File: src/sv/bia_pkg.sv
// Shared types, sizes and codes for the bounded integer array engine.
// No dependencies; every other file of the block but bia_ram imports this package.
package bia_pkg;

  // Store depth and the widths that follow from it.
  localparam int DEPTH = 1024;
  localparam int IDX_W = $clog2(DEPTH);
  localparam int LEN_W = $clog2(DEPTH + 1);

  // Fixed field widths of the stream payloads.
  localparam int WORD_W = 32;
  localparam int CMD_W  = 3;
  localparam int POS_W  = 16;
  localparam int STAT_W = 2;
  localparam int FIDX_W = 10;
  localparam int CLEN_W = 11;

  // Packed payload widths and the byte-padded bus widths.
  localparam int IN_BITS  = CMD_W + POS_W + WORD_W;
  localparam int OUT_BITS = STAT_W + WORD_W + FIDX_W + CLEN_W;
  localparam int IN_W     = ((IN_BITS + 7) / 8) * 8;
  localparam int OUT_W    = ((OUT_BITS + 7) / 8) * 8;

  // Command codes; code 7 is unused and answers ok.
  typedef enum logic [CMD_W-1:0] {
    CMD_SET    = 3'd0,
    CMD_GET    = 3'd1,
    CMD_PUSH   = 3'd2,
    CMD_POP    = 3'd3,
    CMD_FIND   = 3'd4,
    CMD_SORT   = 3'd5,
    CMD_RESIZE = 3'd6
  } cmd_t;

  // Result status codes.
  typedef enum logic [STAT_W-1:0] {
    ST_OK        = 2'd0,
    ST_BAD_INDEX = 2'd1,
    ST_BAD_ALLOC = 2'd2,
    ST_NOT_FOUND = 2'd3
  } stat_t;

  // Sequencer states.
  typedef enum logic [3:0] {
    S_CLEAR,
    S_IDLE,
    S_ACCESS,
    S_FIND,
    S_SORT_HEAD,
    S_SORT_SCAN,
    S_SWAP_A,
    S_SWAP_B,
    S_RESULT
  } state_t;

  // Input beat, first field in the lowest bits.
  typedef struct packed {
    logic [WORD_W-1:0] value;
    logic [POS_W-1:0]  position;
    cmd_t              cmd;
  } in_t;

  // Output beat, first field in the lowest bits.
  typedef struct packed {
    logic [CLEN_W-1:0] current_length;
    logic [FIDX_W-1:0] found_index;
    logic [WORD_W-1:0] read_value;
    stat_t             status;
  } out_t;

  // Finished result handed from the sequencer to the output register.
  typedef struct packed {
    logic vld;
    out_t data;
  } res_t;

  // Store write port.
  typedef struct packed {
    logic              we;
    logic [IDX_W-1:0]  addr;
    logic [WORD_W-1:0] data;
  } wr_t;

  // Outcome of the shared word comparator.
  typedef struct packed {
    logic eq;
    logic lt;
  } cmp_t;

endpackage

File: src/sv/bia_cmp.sv
// Shared word comparator used by find (equality) and sort (signed less-than).
// Depends on bia_pkg for the word width and the result struct.
module bia_cmp (
  input  logic [bia_pkg::WORD_W-1:0] a,
  input  logic [bia_pkg::WORD_W-1:0] b,
  output bia_pkg::cmp_t              res
);
  import bia_pkg::*;

  // Equality for find, two's complement order for sort.
  always_comb begin
    res.eq = (a == b);
    res.lt = ($signed(a) < $signed(b));
  end

endmodule

File: src/sv/bia_seq.sv
// Command sequencer: decodes each command, walks the store for find and sort,
// and drives the store ports. Depends on bia_pkg and the bia_cmp comparator.
module bia_seq (
  input  logic                       clk,
  input  logic                       rst,
  input  logic                       in_valid,
  input  bia_pkg::in_t               item,
  output logic                       in_ready,
  input  logic                       out_free,
  output bia_pkg::res_t              res,
  output bia_pkg::wr_t               wr,
  output logic [bia_pkg::IDX_W-1:0]  raddr,
  input  logic [bia_pkg::WORD_W-1:0] rdata
);
  import bia_pkg::*;

  state_t            state, state_next;
  logic [LEN_W-1:0]  len, len_next;
  logic [IDX_W-1:0]  clr, clr_next;
  logic [IDX_W-1:0]  i_idx, i_idx_next;
  logic [IDX_W-1:0]  j_idx, j_idx_next;
  logic [IDX_W-1:0]  pick, pick_next;
  logic [WORD_W-1:0] key, key_next;
  logic [WORD_W-1:0] head, head_next;
  stat_t             r_status, r_status_next;
  logic [WORD_W-1:0] r_read, r_read_next;
  logic [FIDX_W-1:0] r_found, r_found_next;
  cmp_t              cmp;
  logic              in_range;
  logic              j_last;
  logic              i_done;

  // The one compare unit: the word just read against the key register.
  bia_cmp u_cmp (
    .a   (rdata),
    .b   (key),
    .res (cmp)
  );

  // Bounds and end-of-walk tests.
  always_comb begin
    in_range = (32'(item.position) < 32'(len));
    j_last   = ((32'(j_idx) + 32'd1) == 32'(len));
    i_done   = ((32'(i_idx) + 32'd2) == 32'(len));
  end

  // State and control registers.
  always_ff @(posedge clk) begin
    if (rst) begin
      state <= S_CLEAR;
      len   <= '0;
      clr   <= '0;
    end else begin
      state <= state_next;
      len   <= len_next;
      clr   <= clr_next;
    end
  end

  // Working and result payload registers.
  always_ff @(posedge clk) begin
    i_idx    <= i_idx_next;
    j_idx    <= j_idx_next;
    pick     <= pick_next;
    key      <= key_next;
    head     <= head_next;
    r_status <= r_status_next;
    r_read   <= r_read_next;
    r_found  <= r_found_next;
  end

  // Next state and store port control.
  always_comb begin
    state_next    = state;
    len_next      = len;
    clr_next      = clr;
    i_idx_next    = i_idx;
    j_idx_next    = j_idx;
    pick_next     = pick;
    key_next      = key;
    head_next     = head;
    r_status_next = r_status;
    r_read_next   = r_read;
    r_found_next  = r_found;
    wr            = '0;
    raddr         = '0;
    in_ready      = 1'b0;
    res.vld                 = 1'b0;
    res.data.status         = r_status;
    res.data.read_value     = r_read;
    res.data.found_index    = r_found;
    res.data.current_length = CLEN_W'(len);

    unique case (state)
      // Zero the store once after reset, one word a cycle.
      S_CLEAR: begin
        wr.we    = 1'b1;
        wr.addr  = clr;
        clr_next = clr + 1'b1;
        if (clr == IDX_W'(DEPTH - 1)) begin
          state_next = S_IDLE;
        end
      end

      // Take one command and start it.
      S_IDLE: begin
        in_ready = 1'b1;
        if (in_valid) begin
          r_status_next = ST_OK;
          r_read_next   = '0;
          r_found_next  = '0;
          state_next    = S_RESULT;
          unique case (item.cmd)
            CMD_SET: begin
              if (in_range) begin
                wr.we   = 1'b1;
                wr.addr = item.position[IDX_W-1:0];
                wr.data = item.value;
              end else begin
                r_status_next = ST_BAD_INDEX;
              end
            end
            CMD_GET: begin
              if (in_range) begin
                raddr      = item.position[IDX_W-1:0];
                state_next = S_ACCESS;
              end else begin
                r_status_next = ST_BAD_INDEX;
              end
            end
            CMD_PUSH: begin
              if (len == LEN_W'(DEPTH)) begin
                r_status_next = ST_BAD_ALLOC;
              end else begin
                wr.we    = 1'b1;
                wr.addr  = len[IDX_W-1:0];
                wr.data  = item.value;
                len_next = len + 1'b1;
              end
            end
            CMD_POP: begin
              if (len == '0) begin
                r_status_next = ST_BAD_INDEX;
              end else begin
                len_next   = len - 1'b1;
                raddr      = IDX_W'(len - 1'b1);
                state_next = S_ACCESS;
              end
            end
            CMD_FIND: begin
              key_next = item.value;
              if (len == '0) begin
                r_status_next = ST_NOT_FOUND;
              end else begin
                raddr      = '0;
                j_idx_next = '0;
                state_next = S_FIND;
              end
            end
            CMD_SORT: begin
              if (32'(len) >= 32'd2) begin
                raddr      = '0;
                i_idx_next = '0;
                state_next = S_SORT_HEAD;
              end
            end
            CMD_RESIZE: begin
              if (32'(item.position) > 32'(DEPTH)) begin
                r_status_next = ST_BAD_ALLOC;
              end else begin
                len_next = LEN_W'(item.position);
              end
            end
            default: begin
            end
          endcase
        end
      end

      // Read data for get or pop has arrived.
      S_ACCESS: begin
        r_read_next = rdata;
        state_next  = S_RESULT;
      end

      // Linear search, one word compared per cycle, next read in flight.
      S_FIND: begin
        raddr = j_idx + 1'b1;
        if (cmp.eq) begin
          r_found_next = FIDX_W'(j_idx);
          state_next   = S_RESULT;
        end else if (j_last) begin
          r_status_next = ST_NOT_FOUND;
          state_next    = S_RESULT;
        end else begin
          j_idx_next = j_idx + 1'b1;
        end
      end

      // First word of a selection pass becomes the running minimum.
      S_SORT_HEAD: begin
        head_next  = rdata;
        key_next   = rdata;
        pick_next  = i_idx;
        j_idx_next = i_idx + 1'b1;
        raddr      = i_idx + 1'b1;
        state_next = S_SORT_SCAN;
      end

      // Scan the rest of the pass for a strictly smaller word.
      S_SORT_SCAN: begin
        if (cmp.lt) begin
          key_next  = rdata;
          pick_next = j_idx;
        end
        if (j_last) begin
          state_next = S_SWAP_A;
        end else begin
          raddr      = j_idx + 1'b1;
          j_idx_next = j_idx + 1'b1;
        end
      end

      // Old head goes to where the minimum was.
      S_SWAP_A: begin
        wr.we      = 1'b1;
        wr.addr    = pick;
        wr.data    = head;
        state_next = S_SWAP_B;
      end

      // Minimum goes to the head; start the next pass or finish.
      S_SWAP_B: begin
        wr.we      = 1'b1;
        wr.addr    = i_idx;
        wr.data    = key;
        i_idx_next = i_idx + 1'b1;
        if (i_done) begin
          state_next = S_RESULT;
        end else begin
          raddr      = i_idx + 1'b1;
          state_next = S_SORT_HEAD;
        end
      end

      // Hand the result over once the output register is free.
      S_RESULT: begin
        res.vld = 1'b1;
        if (out_free) begin
          state_next = S_IDLE;
        end
      end

      default: begin
        state_next = S_IDLE;
      end
    endcase
  end

endmodule
File: config.mk
export PLATFORM = sky130hd
export DESIGN_NAME = bia_seq
export DESIGN_NICKNAME = d
export VERILOG_FILES = /design/src/sv/bia_pkg.sv /design/src/sv/bia_cmp.sv /design/src/sv/bia_seq.sv
export SDC_FILE = /design/constraint.sdc
export NUM_CORES = 1
export LEC_CHECK = 0
export BUFFER_PORTS_ARGS = -buffer_cell sky130_fd_sc_hd__buf_2
export CAP_MARGIN = 0
export CELL_PAD_IN_SITES_DETAIL_PLACEMENT = 0
export CELL_PAD_IN_SITES_GLOBAL_PLACEMENT = 1
export CORE_MARGIN = 2
export CORE_UTILIZATION = 43
export DETAILED_ROUTE_END_ITERATION = 8
export PLACE_DENSITY_LB_ADDON = 0.1
export SYNTH_ARGS = -nofsm -noshare
export SYNTH_HDL_FRONTEND = slang
export SYNTH_SLANG_ARGS = --single-unit
File: constraint.sdc
create_clock -name clk -period 4.03 [get_ports clk]
set_input_delay 0 -clock clk [delete_from_list [all_inputs] [get_ports clk]]
set_output_delay 0 -clock clk [all_outputs]
set_load 0.01 [all_outputs]
* After elaboration in Yosys (flattened, before gate mapping) *
Cells that the tools add are included.

word-level totals
  output and inout bits = 110
  input bits = 87
  flip-flop bits (word level) = 163

operators by class
  reductions and logical operators = 20
  muxes and demuxes = 63
  magnitude comparators = 4
  add/subtract/negate cells = 7
  equality and inequality tests = 35

operators by type and width
  operator                                                                            number
  32-bit one-hot mux with 3 select lines                                              2
  10-bit two-way mux                                                                  16
  43-bit two-way mux                                                                  3
  32-bit two-way mux                                                                  4
  43-bit one-hot mux with 2 select lines                                              1
  10-bit one-hot mux with 2 select lines                                              4
  32-bit one-hot mux with 2 select lines                                              1
  10-bit one-hot mux with 5 select lines                                              1
  4-bit two-way mux                                                                   11
  11-bit one-hot mux with 4 select lines                                              1
  10-bit one-hot mux with 4 select lines                                              1
  4-bit one-hot mux with 9 select lines                                               1
  11-bit two-way mux                                                                  3
  11-bit one-hot mux with 3 select lines                                              1
  32-bit equality test                                                                1
  32-bit less-than comparator                                                         1
  10-bit by 1-bit adder with 10-bit output (second input constant)                    3
  2-bit != test (second input constant)                                               13
  11-bit equality test                                                                2
  4-bit by 3-bit equality test with 1-bit output (second input constant)              4
  16-bit by 11-bit greater-than comparator with 1-bit output (second input constant)  1
  16-bit by 11-bit less-than comparator with 1-bit output                             1
  4-bit one-hot mux with 4 select lines                                               1
  2-bit two-way mux                                                                   6
  30 further kinds                                                                    46

* Longest topological paths before layout *
  word-level depth = 5
  gate-level depth with buffers = 12

* Modules after synthesis *
A second synthesis with hierarchy kept.

second synthesis, totals
  cells, all modules = 1011
  area total of the unflattened synthesis = 10475.0 µm²

modules (own cells, without submodules)
  module   area an instance (µm²)  times used  cells each  sequential area each (µm²)
  bia_seq  9654.3                  1           898         4644.5
  bia_cmp  820.8                   1           113         0.0

* Least setup slack after synthesis *
Ideal clock, no wire load.

  path type = register to register
  from = register len[1]
  to = register j_idx[0] (enable)
  arrival = 3260 ps
  slack = 336 ps
  cell stages (with the launch flop) = 9
  path buffers = 1
  cells stage by stage = dfxtp_1 -> clkbuf_1 -> inv_1 -> ha_1 -> inv_1 -> nor4_4 -> nor3b_1 -> o21ai_0 -> a2111oi_0

on the way
  word-level cells in the longest chain between the ends = 3

ends and longest elaborated chain
  item                           line            source
  from (decl)                    bia_seq.sv:18   logic [LEN_W-1:0] len, len_next;
  from (signal assigned)         bia_seq.sv:55   len <= len_next;
  11-bit logical NOT             bia_seq.sv:152  if (len == '0) begin
  2-bit != test (no line)        --
  5-bit AND reduction (no line)  --
  to (signal assigned)           bia_seq.sv:63   j_idx <= j_idx_next;
  to (decl)                      bia_seq.sv:21   logic [IDX_W-1:0] j_idx, j_idx_next;

No other way between the ends.
A chain may end at the register's enable or synchronous reset.

==> impl_metrics.env <==
export IMPL_run_status="complete, no violations"
export IMPL_n_antenna_cell=0
export IMPL_die_w_um=159
export IMPL_post_cts_buffers=0
export IMPL_grt_max_degree=37
export IMPL_gp_congestion=0.911
export IMPL_clock_path_buffers=2
export IMPL_port_buffers=196
export IMPL_antenna_found_initial=1
export IMPL_setup_violations=0
export IMPL_coreArea_mm2=0.0235
export IMPL_ctsHtreeMaxLevel=4
export IMPL_cts_root_buf="clkbuf_16"
export IMPL_drc=0
export IMPL_nets=1477
export IMPL_wirelength_mm=33.9
export IMPL_io_pins=197
export IMPL_synth_compound_area_share_pct=14.1
export IMPL_synthTopCellsByArea="edfxtp_1 40%, nand2_1 7.3%, ha_1 5.9%"
export IMPL_finalPower_mw=3.70
export IMPL_die_height_um=159
export IMPL_vias=9337
export IMPL_clkTransAtPathRegs_ns=0.07
export IMPL_cts_tree="done"
export IMPL_crit_path_start_kind="register"
export IMPL_finalHoldViolations=0
export IMPL_clkLatencyLatePin_ns=0.44
export IMPL_place_area_mm2=0.0117
export IMPL_die_area_mm2=0.0252
export IMPL_avgSynthCellArea_um2=9.38
export IMPL_synth_adder_area_share_pct=5.94
export IMPL_hold_path_class="in -> reg"
export IMPL_vias_per_cell=5.58
export IMPL_ant_nets=0
export IMPL_drt_iter0_drc=770
export IMPL_synthTopCellsByCount="202 x nand2_1, 138 x edfxtp_1, 66 x o21ai_0, 60 x nor2_1"
export IMPL_yosys_warnings=0
export IMPL_synth_top_family_by_area="simple AND/OR/NAND/NOR gates"
export IMPL_clock_sinks=163
export IMPL_timing_hold_ws_ns=0.0322
export IMPL_synth_edf_count=138
export IMPL_syn_to_final_growth_pct=25.1
export IMPL_grt_pass1_wl_mm=53.0
export IMPL_async_flop_share_pct=0
export IMPL_grt_pass1_vias=9296
export IMPL_required_ns=4.03
export IMPL_syn_nets=1236
export IMPL_place_hpwl_mm=24.1
export IMPL_row_count=56
export IMPL_slew_headroom_pct=25.1
export IMPL_skew_ns=0.0187
export IMPL_syn_area_mm2=0.0103
export IMPL_synth_cell_type_count=71
export IMPL_post_route_min_period_ns=3.61
export IMPL_grt_usage_pct=26.9
export IMPL_synth_flop_cell="edfxtp_1"
export IMPL_routedWlPerCell_um=20.3
export IMPL_muxShareOfSynthArea_pct=5.15
export IMPL_synth_xor_area_share_pct=4.63
export IMPL_fmax_mhz=277
export IMPL_yosys_area_top_type_share_pct=40.2
export IMPL_grt_setup_unrepaired="false"
export IMPL_synth_seq_area_share_pct=45.0
export IMPL_power_leakage_nw=5.32
export IMPL_start_util_pct=43.8
export IMPL_worst_pin_slew_ns=1.12
export IMPL_cts_buffers=17
export IMPL_drive_gt1_share_pct=20.8
export IMPL_cp_max_fo=33
export IMPL_finalInstanceArea_mm2=0.0129
export IMPL_grt_overflow=0
export IMPL_criticalPathCategory="reg -> out"
export IMPL_period_share_pct=89.6
export IMPL_max_vdd_ir_drop_mv=0.221
export IMPL_maxCapViolCount=0
export IMPL_synth_cells=1100
export IMPL_cp_end_kind="primary output"
export IMPL_post_cts_resized=0
export IMPL_first_pass_iters=7
export IMPL_fillCellCount=2166
export IMPL_critPathArrivalTime_ns=3.61
export IMPL_slew_viol_final=0
export IMPL_pwr_density_cell_mw_per_mm2=287
export IMPL_setup_tns_ns=0
export IMPL_synth_seq_cells=163
export IMPL_fin_util_pct=54.8
export IMPL_synth_most_common_cell="nand2_1"
export IMPL_synthSimpleGateAreaFrac_pct=20.5
export IMPL_synth_top_cell_by_area="edfxtp_1"
[sequential cells by signal, indices dropped and copies added (netlist names)]
name	count
i_idx	10
r_read	32
state	4
r_status	2
head	32
len	11
pick	10
j_idx	10
clr	10
r_found	10
key	32
[worst max-delay path: stages (launching register included)]
cell and delay (ns):
dfxtp_1 0.64, inv_1 0.22, ha_1 0.34, and4b_1 0.22
nand2_1 0.07, a2bb2oi_1 0.18, nand3_1 0.22, nor4_1 0.44
o21a_4 0.46, nand2_1 0.10, o21ai_0 0.09, buf_2 0.17
[where the power goes]
part | total, mW | internal, mW | switching [mW]
Clock | 1.65 | 0.884 | 0.764
Sequential | 1.82 | 1.81 | 0.00332
Combinational | 0.238 | 0.118 | 0.121
[logic make-up after synthesis]
group                      Yosys count
AOI/OAI and AO/OA                  223
DFF                                163
adders and majority gates           49
buffers and inverters              119
muxes                               52
xor gates and xnor gates            53
and+or+nand+nor                    441
[final cells by class]
class                           count  area, um2  area share [%]
Multi-Input combinational cell    818       5240            40.6
Sequential cell                   163       4650            36.0
Timing Repair Buffer              287       1830            14.2
Clock buffer                       18        429            3.32
Tap cell                          319        399            3.09
Inverter                           54        203            1.57
Clock inverter                     14        156            1.21
[what timing repair did]
| item | 4_1_cts | 5_1_grt |
|---|---|---|
| setup endpoints to repair | 0 | 0 |
| hold endpoints to repair | 99 | 0 |
| hold buffers | 67 | 0 |
[routing by layer]
| layer | share of wire, % | track usage [%] | up-vias |
|---|---|---|---|
| met2 | 47 | 44.9 | 349 |
| met4 | 3.6 | 11.3 | 2 |
| met5 | 0.053 | 0 | - |
| met3 | 5.9 | 4.68 | 74 |
| met1 | 43 | 34.7 | 4443 |
| li1 | - | - | 4469 |
[cell usage in the layout (no fill, tap or decap), drive strengths merged, types with 8 or more instances in the layout]
master and count:
edfxtp 138, nor3 22, xor2 21, mux2 9, a22oi 18, o21ai 67
mux2i 43, buf 220, a21oi 42, nor2 60, or3 9, o221ai 14
nor4 13, inv 64, ha 49, clkbuf 18, a21o 13, dlygate4sd3 67
xnor2 31, nand2 202, and2 46, and3 8, o211ai 10, dfxtp 25
nand3 22, nand4 23
[path summary, 6_finish.rpt]
check / start / cells after the start / slack (ns) / to
max: len[9] / 11 / 0.42 / wr[14]
min: item[2] / 2 / 0.03 / r_status[1]
max reg2reg: key[19] / 9 / 0.71 / key[5]
min reg2reg: clr[9] / 2 / 0.51 / clr[9]
[stage by stage]
step                      cells  setup WS, ns
final                      1673         0.420
after global routing       1673         0.122
after CTS                  1673         0.425
after detailed placement   1574         0.754
after global placement     1574         0.748
after floorplan            1100         0.336
Note: power is estimated with default switching activity, not from simulation.
